**src/hw/rtl/assert_macros.svh**
```systemverilog
// Assertion helpers shared by the RTL.
`ifndef ASSERT_MACROS_SVH
`define ASSERT_MACROS_SVH
`ifndef SYNTHESIS
`define ASSERT_CLK(label, clk, rst_n, prop) \
    label: assert property (@(posedge clk) disable iff (!rst_n) (prop)) \
        else $error("assertion failed");
`define ASSERT_NEXT(label, clk, rst_n, ante, cons) \
    label: assert property (@(posedge clk) disable iff (!rst_n) (ante) |=> (cons)) \
        else $error("assertion failed");
`else
`define ASSERT_CLK(label, clk, rst_n, prop)
`define ASSERT_NEXT(label, clk, rst_n, ante, cons)
`endif
`endif

```
**src/hw/rtl/stfs_pkg.sv**
```systemverilog
// ----------------------------------------------------------------------------
// stfs_pkg
// Shared types and constants of the shared-track frame selector.
// ----------------------------------------------------------------------------
`default_nettype none
package stfs_pkg;
    localparam int MaxFrames = 32;
    localparam int MaxPoints = 1024;
    localparam int FrmW  = $clog2(MaxFrames);
    localparam int PntW  = $clog2(MaxPoints);
    localparam int NfW   = FrmW + 1;
    localparam int NpW   = PntW + 1;
    localparam int WgtW  = FrmW + 1;
    localparam int AccW  = PntW + WgtW + 1;

    typedef enum logic [2:0] {
        OP_TRACK   = 3'd0,
        OP_PENDING = 3'd1,
        OP_REG     = 3'd2,
        OP_PAIR    = 3'd3,
        OP_NEXT    = 3'd4
    } t_opcode;

    localparam logic CFG_FRAMES = 1'b0;
    localparam logic CFG_POINTS = 1'b1;

    // controller to datapath
    typedef struct packed {
        logic            wipe;      // clearing pass write of zero at {fi, k}
        logic            load;      // take a load request
        logic            clr_best;  // start of search
        logic            clr_acc;   // start of one inner sweep
        logic            wgt_step;  // weight phase step
        logic            pair_step; // pair accumulate step
        logic            next_step; // next-frame accumulate step
        logic            cmp_pair;  // fold pair sum into best
        logic            cmp_next;  // fold count into best
        logic [FrmW-1:0] fi;
        logic [FrmW-1:0] fj;
        logic [PntW-1:0] k;
    } t_ctl;
endpackage
`default_nettype wire

```
**src/hw/rtl/stfs_ctrl.sv**
```systemverilog
// ----------------------------------------------------------------------------
// stfs_ctrl
// Sequencer: clears the matrix after reset, takes loads, walks the searches.
// ----------------------------------------------------------------------------
`default_nettype none
module stfs_ctrl (
    input  wire logic                        i_clk,
    input  wire logic                        i_rst_n,
    input  wire logic                        i_in_valid,
    output logic                             o_in_stall,
    input  wire logic                        i_out_busy,
    input  wire logic [2:0]                  i_opcode,
    input  wire logic [stfs_pkg::NfW-1:0]    i_nf,
    input  wire logic [stfs_pkg::NpW-1:0]    i_np,
    output stfs_pkg::t_ctl                   o_ctl,
    output logic                             o_done,
    output logic                             o_kind
);
    localparam int Fw = stfs_pkg::FrmW;
    localparam int Pw = stfs_pkg::PntW;
    localparam logic [Fw:0]    FOne   = (Fw+1)'(1);
    localparam logic [Fw:0]    FTwo   = (Fw+1)'(2);
    localparam logic [Pw:0]    KOne   = (Pw+1)'(1);
    localparam logic [Fw+Pw:0] ClrOne = (Fw+Pw+1)'(1);

    typedef enum logic [2:0] {
        S_CLEAR, S_IDLE, S_WGT, S_GAP, S_PAIR, S_NEXT, S_DRAIN, S_DONE
    } t_state;

    t_state        r_state, n_state;
    logic [Fw:0]   r_i, n_i, r_j, n_j;
    logic [Pw:0]   r_k, n_k;
    logic [Fw+Pw:0] r_clr, n_clr;
    logic          r_kind, n_kind;
    logic [1:0]    r_drain, n_drain;
    logic          take;
    wire logic     k_last = (r_k + KOne >= i_np) || (r_k == {1'b0, {Pw{1'b1}}});

    assign o_in_stall = (r_state != S_IDLE);
    assign take       = i_in_valid && r_state == S_IDLE && !i_out_busy;

    always_comb begin
        n_state = r_state; n_i = r_i; n_j = r_j; n_k = r_k;
        n_clr = r_clr; n_kind = r_kind; n_drain = r_drain;
        o_ctl = '0;
        o_ctl.fi = r_i[Fw-1:0];
        o_ctl.fj = r_j[Fw-1:0];
        o_ctl.k  = r_k[Pw-1:0];
        unique case (r_state)
            S_CLEAR: begin
                // write zero over every matrix and registered-point entry
                o_ctl.wipe = !r_clr[Fw+Pw];
                o_ctl.fi   = r_clr[Fw+Pw-1:Pw];
                o_ctl.k    = r_clr[Pw-1:0];
                n_clr = r_clr + ClrOne;
                if (r_clr[Fw+Pw]) n_state = S_IDLE;
            end
            S_IDLE: begin
                o_ctl.load = take;
                o_ctl.clr_best = 1'b1;
                o_ctl.clr_acc = 1'b1;
                n_i = '0; n_j = '0; n_k = '0;
                if (take && i_opcode == stfs_pkg::OP_PAIR) begin
                    n_kind = 1'b0;
                    if (i_nf < FTwo) begin
                        n_state = S_DRAIN; n_drain = 2'd3;
                    end else if (i_np == '0) begin
                        // zero score pairs still count: walk the pairs with no points
                        n_i = FOne;
                        n_state = S_PAIR;
                    end else begin
                        n_state = S_WGT;
                    end
                end else if (take && i_opcode == stfs_pkg::OP_NEXT) begin
                    n_kind = 1'b1;
                    n_state = (i_nf == '0 || i_np == '0) ? S_DRAIN : S_NEXT;
                    n_drain = 2'd3;
                end
            end
            S_WGT: begin
                o_ctl.wgt_step = 1'b1;
                o_ctl.cmp_pair = (r_i + FOne == i_nf);
                if (r_i + FOne == i_nf) begin
                    n_i = '0;
                    if (k_last) begin
                        n_k = '0; n_i = FOne; n_j = '0;
                        n_state = S_GAP;
                    end else n_k = r_k + KOne;
                end else n_i = r_i + FOne;
            end
            // let the last weight land before it is read
            S_GAP: n_state = S_PAIR;
            S_PAIR: begin
                o_ctl.pair_step = (i_np != '0);
                o_ctl.clr_acc = (r_k == '0);
                o_ctl.cmp_pair = k_last;
                if (k_last) begin
                    n_k = '0;
                    if (r_j + FOne == r_i) begin
                        n_j = '0;
                        if (r_i + FOne == i_nf) begin
                            n_state = S_DRAIN; n_drain = 2'd3;
                        end else n_i = r_i + FOne;
                    end else n_j = r_j + FOne;
                end else n_k = r_k + KOne;
            end
            S_NEXT: begin
                o_ctl.next_step = 1'b1;
                o_ctl.clr_acc = (r_k == '0);
                o_ctl.cmp_next = k_last;
                if (k_last) begin
                    n_k = '0;
                    if (r_i + FOne == i_nf) begin
                        n_state = S_DRAIN; n_drain = 2'd3;
                    end else n_i = r_i + FOne;
                end else n_k = r_k + KOne;
            end
            S_DRAIN: begin
                n_drain = r_drain - 2'd1;
                if (r_drain == 2'd1) n_state = S_DONE;
            end
            S_DONE: n_state = S_IDLE;
            default: n_state = S_IDLE;
        endcase
    end

    always_ff @(posedge i_clk) begin
        if (!i_rst_n) begin
            r_state <= S_CLEAR; r_i <= '0; r_j <= '0; r_k <= '0;
            r_clr <= '0; r_kind <= 1'b0; r_drain <= '0;
        end else begin
            r_state <= n_state; r_i <= n_i; r_j <= n_j; r_k <= n_k;
            r_clr <= n_clr; r_kind <= n_kind; r_drain <= n_drain;
        end
    end

    assign o_done = (r_state == S_DONE);
    assign o_kind = r_kind;
endmodule
`default_nettype wire

```
**config.mk**
```make
export PLATFORM = sky130hd
export DESIGN_NAME = stfs_ctrl
export DESIGN_NICKNAME = d
export VERILOG_FILES = /design/src/hw/rtl/assert_macros.svh /design/src/hw/rtl/stfs_pkg.sv /design/src/hw/rtl/stfs_ctrl.sv
export SDC_FILE = /design/constraint.sdc
export NUM_CORES = 1
export LEC_CHECK = 0
export ABC_AREA = 1
export BUFFER_PORTS_ARGS = -buffer_cell sky130_fd_sc_hd__buf_2
export CAP_MARGIN = 20
export CORE_MARGIN = 4
export CORE_UTILIZATION = 30
export CTS_CLUSTER_SIZE = 8
export DETAILED_ROUTE_END_ITERATION = 6
export SLEW_MARGIN = 20
export SYNTH_ARGS = -nofsm -noshare
export SYNTH_HDL_FRONTEND = slang
export SYNTH_SLANG_ARGS = --single-unit
```
**constraint.sdc**
```tcl
create_clock -name i_clk -period 3.1 [get_ports i_clk]
set_input_delay 0.62 -clock i_clk [delete_from_list [all_inputs] [get_ports i_clk]]
set_output_delay 0.62 -clock i_clk [all_outputs]
set_load 0.03 [all_outputs]
```
# Word-level counts from Yosys, hierarchy flattened
# Index checks and enable logic that the tools add are counted.
[totals]
wordCells = 114
regBits = 45
in_bits = 24
output_inout_bits = 32
[op_classes]
reduce_logical = 25
n_mux = 52
add_sub_neg = 5
eq_ne = 23
n_lt_le_gt_ge = 2
[ops]
columns = ["op", "count"]
rows = [
  ["$mux 6", 9],
  ["$mux 3", 12],
  ["$pmux 11 s3", 1],
  ["$pmux 3 s8", 1],
  ["$pmux 6 s4", 1],
  ["$logic_not 11->1", 2],
  ["$mux 11", 2],
  ["$mux 2", 9],
  ["$pmux 6 s3", 1],
  ["$add 16x1->16 const B", 1],
  ["$eq 3x3->1 const B", 5],
  ["$ne 2x2->1 const B", 7],
  ["$add 6x1->6 const B", 2],
  ["$eq 6x6->1", 2],
  ["$add 11x1->11 const B", 1],
  ["$eq 11x10->1 const B", 1],
  ["$ge 11x11->1", 1],
  ["$mux 1", 11],
  ["$reduce_bool 11->1", 1],
  ["$mux 10", 1],
  ["$eq 3x2->1 const B", 3],
  ["$pmux 2 s4", 1],
  ["$reduce_and 4->1", 2],
  ["$reduce_and 8->1", 1],
  ["19 further kinds", 29],
]

# Logic depth before layout (Yosys ltp)
[depth]
depth_word = 7
mapped_depth = 24
mapped_depth_nobuf = 24

# Worst setup path after synthesis
# OpenSTA, ideal clock, no wires.
[synth_timing]
path_type = "reg-to-output"
start = "reg r_k[0]"
end = "out o_ctl[20] (netlist name)"
t_arrival_ns = 2.744
path_slack_ns = -0.264
stages_incl_launch_ff = 20
t_required_ns = 2.480
path_buffers = 0
cell_sequence = "dfxtp_1 ha_1 nand2_1 nor2_2 nand2_1 nor2_1 nand2_1 nand2_1 inv_1 nor2_1 inv_1 ha_1 nand2_1 nor2_1 nand4_1 nor2_1 nor2_1 nand2_1 nor2_2 nor3_1"
[synth_rtl]
columns = ["element", "line_no", "text"]
rows = [
  ["start, declared", "stfs_ctrl.sv:32", "logic [Pw:0] r_k, n_k;"],
  ["start signal, assigned", "stfs_ctrl.sv:132", "r_state <= n_state; r_i <= n_i; r_j <= n_j; r_k <= n_k;"],
  ["end, declared", "stfs_ctrl.sv:15", "output stfs_pkg::t_ctl o_ctl,"],
]

==> results.yml <==
power_and_ir_drop:
  comb_power_share_pct: 6.9
  switching_share_pct: 22.0
  powerDensity_mw_per_mm2: 278
  intPower_mw: 0.988
  switchingPower_mw: 0.279
  p_clk_share_pct: 47.1
  total_power_mw: 1.27
  ir_drop_mv: 0.179
  power_frac_seq_pct: 46.0
  p_leak_nw: 2.17
setup_path:
  worst-setup-path-type: "flop to output port"
  cpMaxStageDelayCell: "dfxtp_4"
  worstPathRequired_ns: 2.48
  rr_startpoint: "r_k[1]$_SDFFE_PN0P_"
  worstPathArrival_ns: 2.68
  worstSetupEndpointType: "output port"
  crit_start: "r_k[1]$_SDFFE_PN0P_"
  crit_path_max_fanout: 3
  crit_buf_inv: 3
  crit_chain: "ha_4, nand2_4, nor2_4, nand2_2, nor2_4, nand2_1, nand2_1, inv_1, nor2_1, inv_1, ha_4, a21o_1, nor2_1, nand2_1, nor2_2, nand2_2, nor2_4, o22ai_2, buf_6"
  cpLargestDelayFamily: "simple AND/OR/NAND/NOR gates"
  max_stage_delay_ns: 0.37
  start_kind: "flop"
grt:
  antenna_found_initial: 0
  grt_pass1_wl_um: 16600
  grt_use_total_pct: 15.2
  grt_pass1_vias: 3730
  grt_max_degree: 31
  globalRouteOverflowTotal: 0
timing:
  fin_crit_ns: 3.30
  finalSetupViolCount: 5
  fin_skew_ns: 0.00389
  tns_ns: -0.439
  rsz0062_at_grt: "yes"
  tightest_slew_ns: 0.618
  max_freq_mhz: 303
  worst_slack_ns: -0.203
  final_max_slew_viol_count: 0
  period_share_pct: 107
  hold_viol_final: 0
  relSlewSlack_pct: 58.8
finish:
  antennaDiodeCount: 0
  synthToLayoutAreaGrowth_pct: 29.3
  drive_gt1_share_pct: 25.3
  layout.cells.non_filler: 794
  fin_util_pct: 39.7
  nNetsFinal: 692
cts:
  clkLatencyLatePin_ns: 0.29
  clockBufferDepth: 2
  cts_tree: "built"
  root_buffer: "clkbuf_16"
  numCtsBuffers: 5
  cts_htree_levels: 2
  clk_pin_slew_ns: 0.06
  postCtsHoldBufs: 0
  cts.sinks: 45
placement:
  hpwl_um: 7480
  io_buffers: 55
  gp_congestion: 0.903
  post-place-cells: 768
synthesis:
  synth_area_mm2: 0.00352
  ys_ff_latch: 45
  synth.area.top_cells: "dfxtp_1 26%, nand2_1 12%, inv_1 9.3%"
  synth-main-ff-cell: "dfxtp_1"
  syn_area_per_cell_um2: 6.21
  synth_edf_count: 0
  synthesis.nets: 609
  synthArstFlopShare_pct: 0
  synthDistinctLibCells: 40
  yosysTopAreaCell: "dfxtp_1"
  synth_seq_area_share_pct: 25.6
  yosys_warnings: 0
  synth_top_area_share_pct: 25.6
  syn-instance-count: 568
min_path:
  worstHoldStart: "r_clr[12]$_SDFFE_PN0P_"
  hold_path.class: "flop to flop"
status:
  violations: "setup timing"
  status: "finished with violations"
floorplan:
  die-width_um: 116
  die_h_um: 116
  start_util_pct: 30.7
  ios: 56
  dieArea_mm2: 0.0135
  rows: 39
  core-area_mm2: 0.0115
routing:
  detail_route.wl_per_cell_um: 12.7
  met1_length_um: 4500
  dr_wl_met3_um: 359
  dr.first_iter.drc_count: 173
  dr.max_layer_used: "met4"
  ant_nets: 0
  drt_pass1_iterations: 4
  drc: 0
  postRouteWirelength_um: 10100
  via_count: 3808
  dr_wl_met2_um: 4970
  via_per_inst: 4.80
flow_run:
  maxCapViolCount: 0
-- cell usage in the layout (no fill, tap or decap), types with 5 or more instances in the layout --
cell / instances
a21oi_1: 35
buf_2: 53
buf_4: 38
clkbuf_16: 5
dfxtp_1: 43
ha_1: 12
ha_4: 5
inv_1: 85
inv_2: 9
nand2_1: 110
nand2_2: 7
nand3_1: 36
nand4_1: 12
nor2_1: 78
nor2_2: 7
nor2_4: 7
nor3_1: 10
o21ai_0: 39
xor2_1: 10
-- Yosys cell counts (5+ instances only) --
cell	count
xor2_1	11
nand4_1	12
buf_4	9
nand3_1	38
nor3_1	12
a21oi_1	37
nor2_2	8
clkbuf_1	7
inv_2	7
dfxtp_1	45
o21ai_0	42
nand2_1	116
nor4_1	5
nor2_1	82
ha_1	17
inv_1	87
-- metal layers --
layer | vias to the layer above | GRT usage, %
li1 | 1982 | -
met1 | 1728 | 18.0
met2 | 78 | 27.6
met3 | 20 | 2.33
met4 | 0 | 5.72
met5 | - | 0
-- timing repair --
| action | CTS | global route |
|---|---|---|
| pin swaps | 22 | 18 |
| resized for setup | 39 | 15 |
| endpoints found under the hold margin | 0 | 0 |
| setup endpoints to repair | 6 | 25 |
| gates cloned | 0 | 1 |
| setup buffers | 24 | 2 |
-- power by group through the flow --
| stage | registers (mW) | clock network, mW | logic [mW] |
|---|---|---|---|
| after detailed placement | 0.597 | 0 | 0.0796 |
| after floorplan | 0.597 | 0 | 0.0489 |
| final | 0.583 | 0.596 | 0.0874 |
| after global placement | 0.597 | 0 | 0.0782 |
| after CTS | 0.584 | 0.619 | 0.0875 |
| after global routing | 0.583 | 0.643 | 0.0998 |
-- state kept, by name, summed over array words and instances, names as in the netlist --
| signal | count |
|---|---|
| r_j | 6 |
| o_kind | 1 |
| r_state | 3 |
| r_clr | 16 |
| r_drain | 2 |
| r_i | 6 |
| r_k | 11 |
-- stage by stage --
stage | hold WS, ns | area [µm²] | setup slack (ns)
2_1_floorplan | 0.440 | 3540 | -0.00645
3_3_place_gp | 0.456 | 4040 | -0.0505
3_5_place_dp | 0.469 | 4040 | -0.0687
4_1_cts | 0.484 | 4550 | -0.176
5_1_grt | 0.517 | 4560 | -0.382
6_report | 0.480 | 4560 | -0.203
-- final cells by class --
cell class / instances / area, µm²
clock buffer: 5 / 125
fill: 1203 / 6910
timing repair buffer: 95 / 604
multi-input combinational: 410 / 2350
tap: 143 / 179
inverter: 94 / 353
sequential: 45 / 906
clock inverter: 2 / 35.0
-- final timing paths --
kind / endpoint / slack [ns] / cells after the start
hold reg to reg: r_clr[12]$_SDFFE_PN0P_ / 0.48 / 1
setup reg to reg: r_j[3]$_SDFFE_PN0P_ / -0.03 / 23
hold / removal: r_clr[12]$_SDFFE_PN0P_ / 0.48 / 1
setup / recovery: o_ctl[21] / -0.20 / 19
-- cells by family after synthesis --
group | synth area share (%)
and+or+nand+nor | 36.7
AOI/OAI and AO/OA | 14.9
DFF | 25.6
xor gates and xnor gates | 3.23
buffers and inverters | 13.6
adders and majority gates | 6.03
No activity file was read; power rests on OpenSTA's default activity.
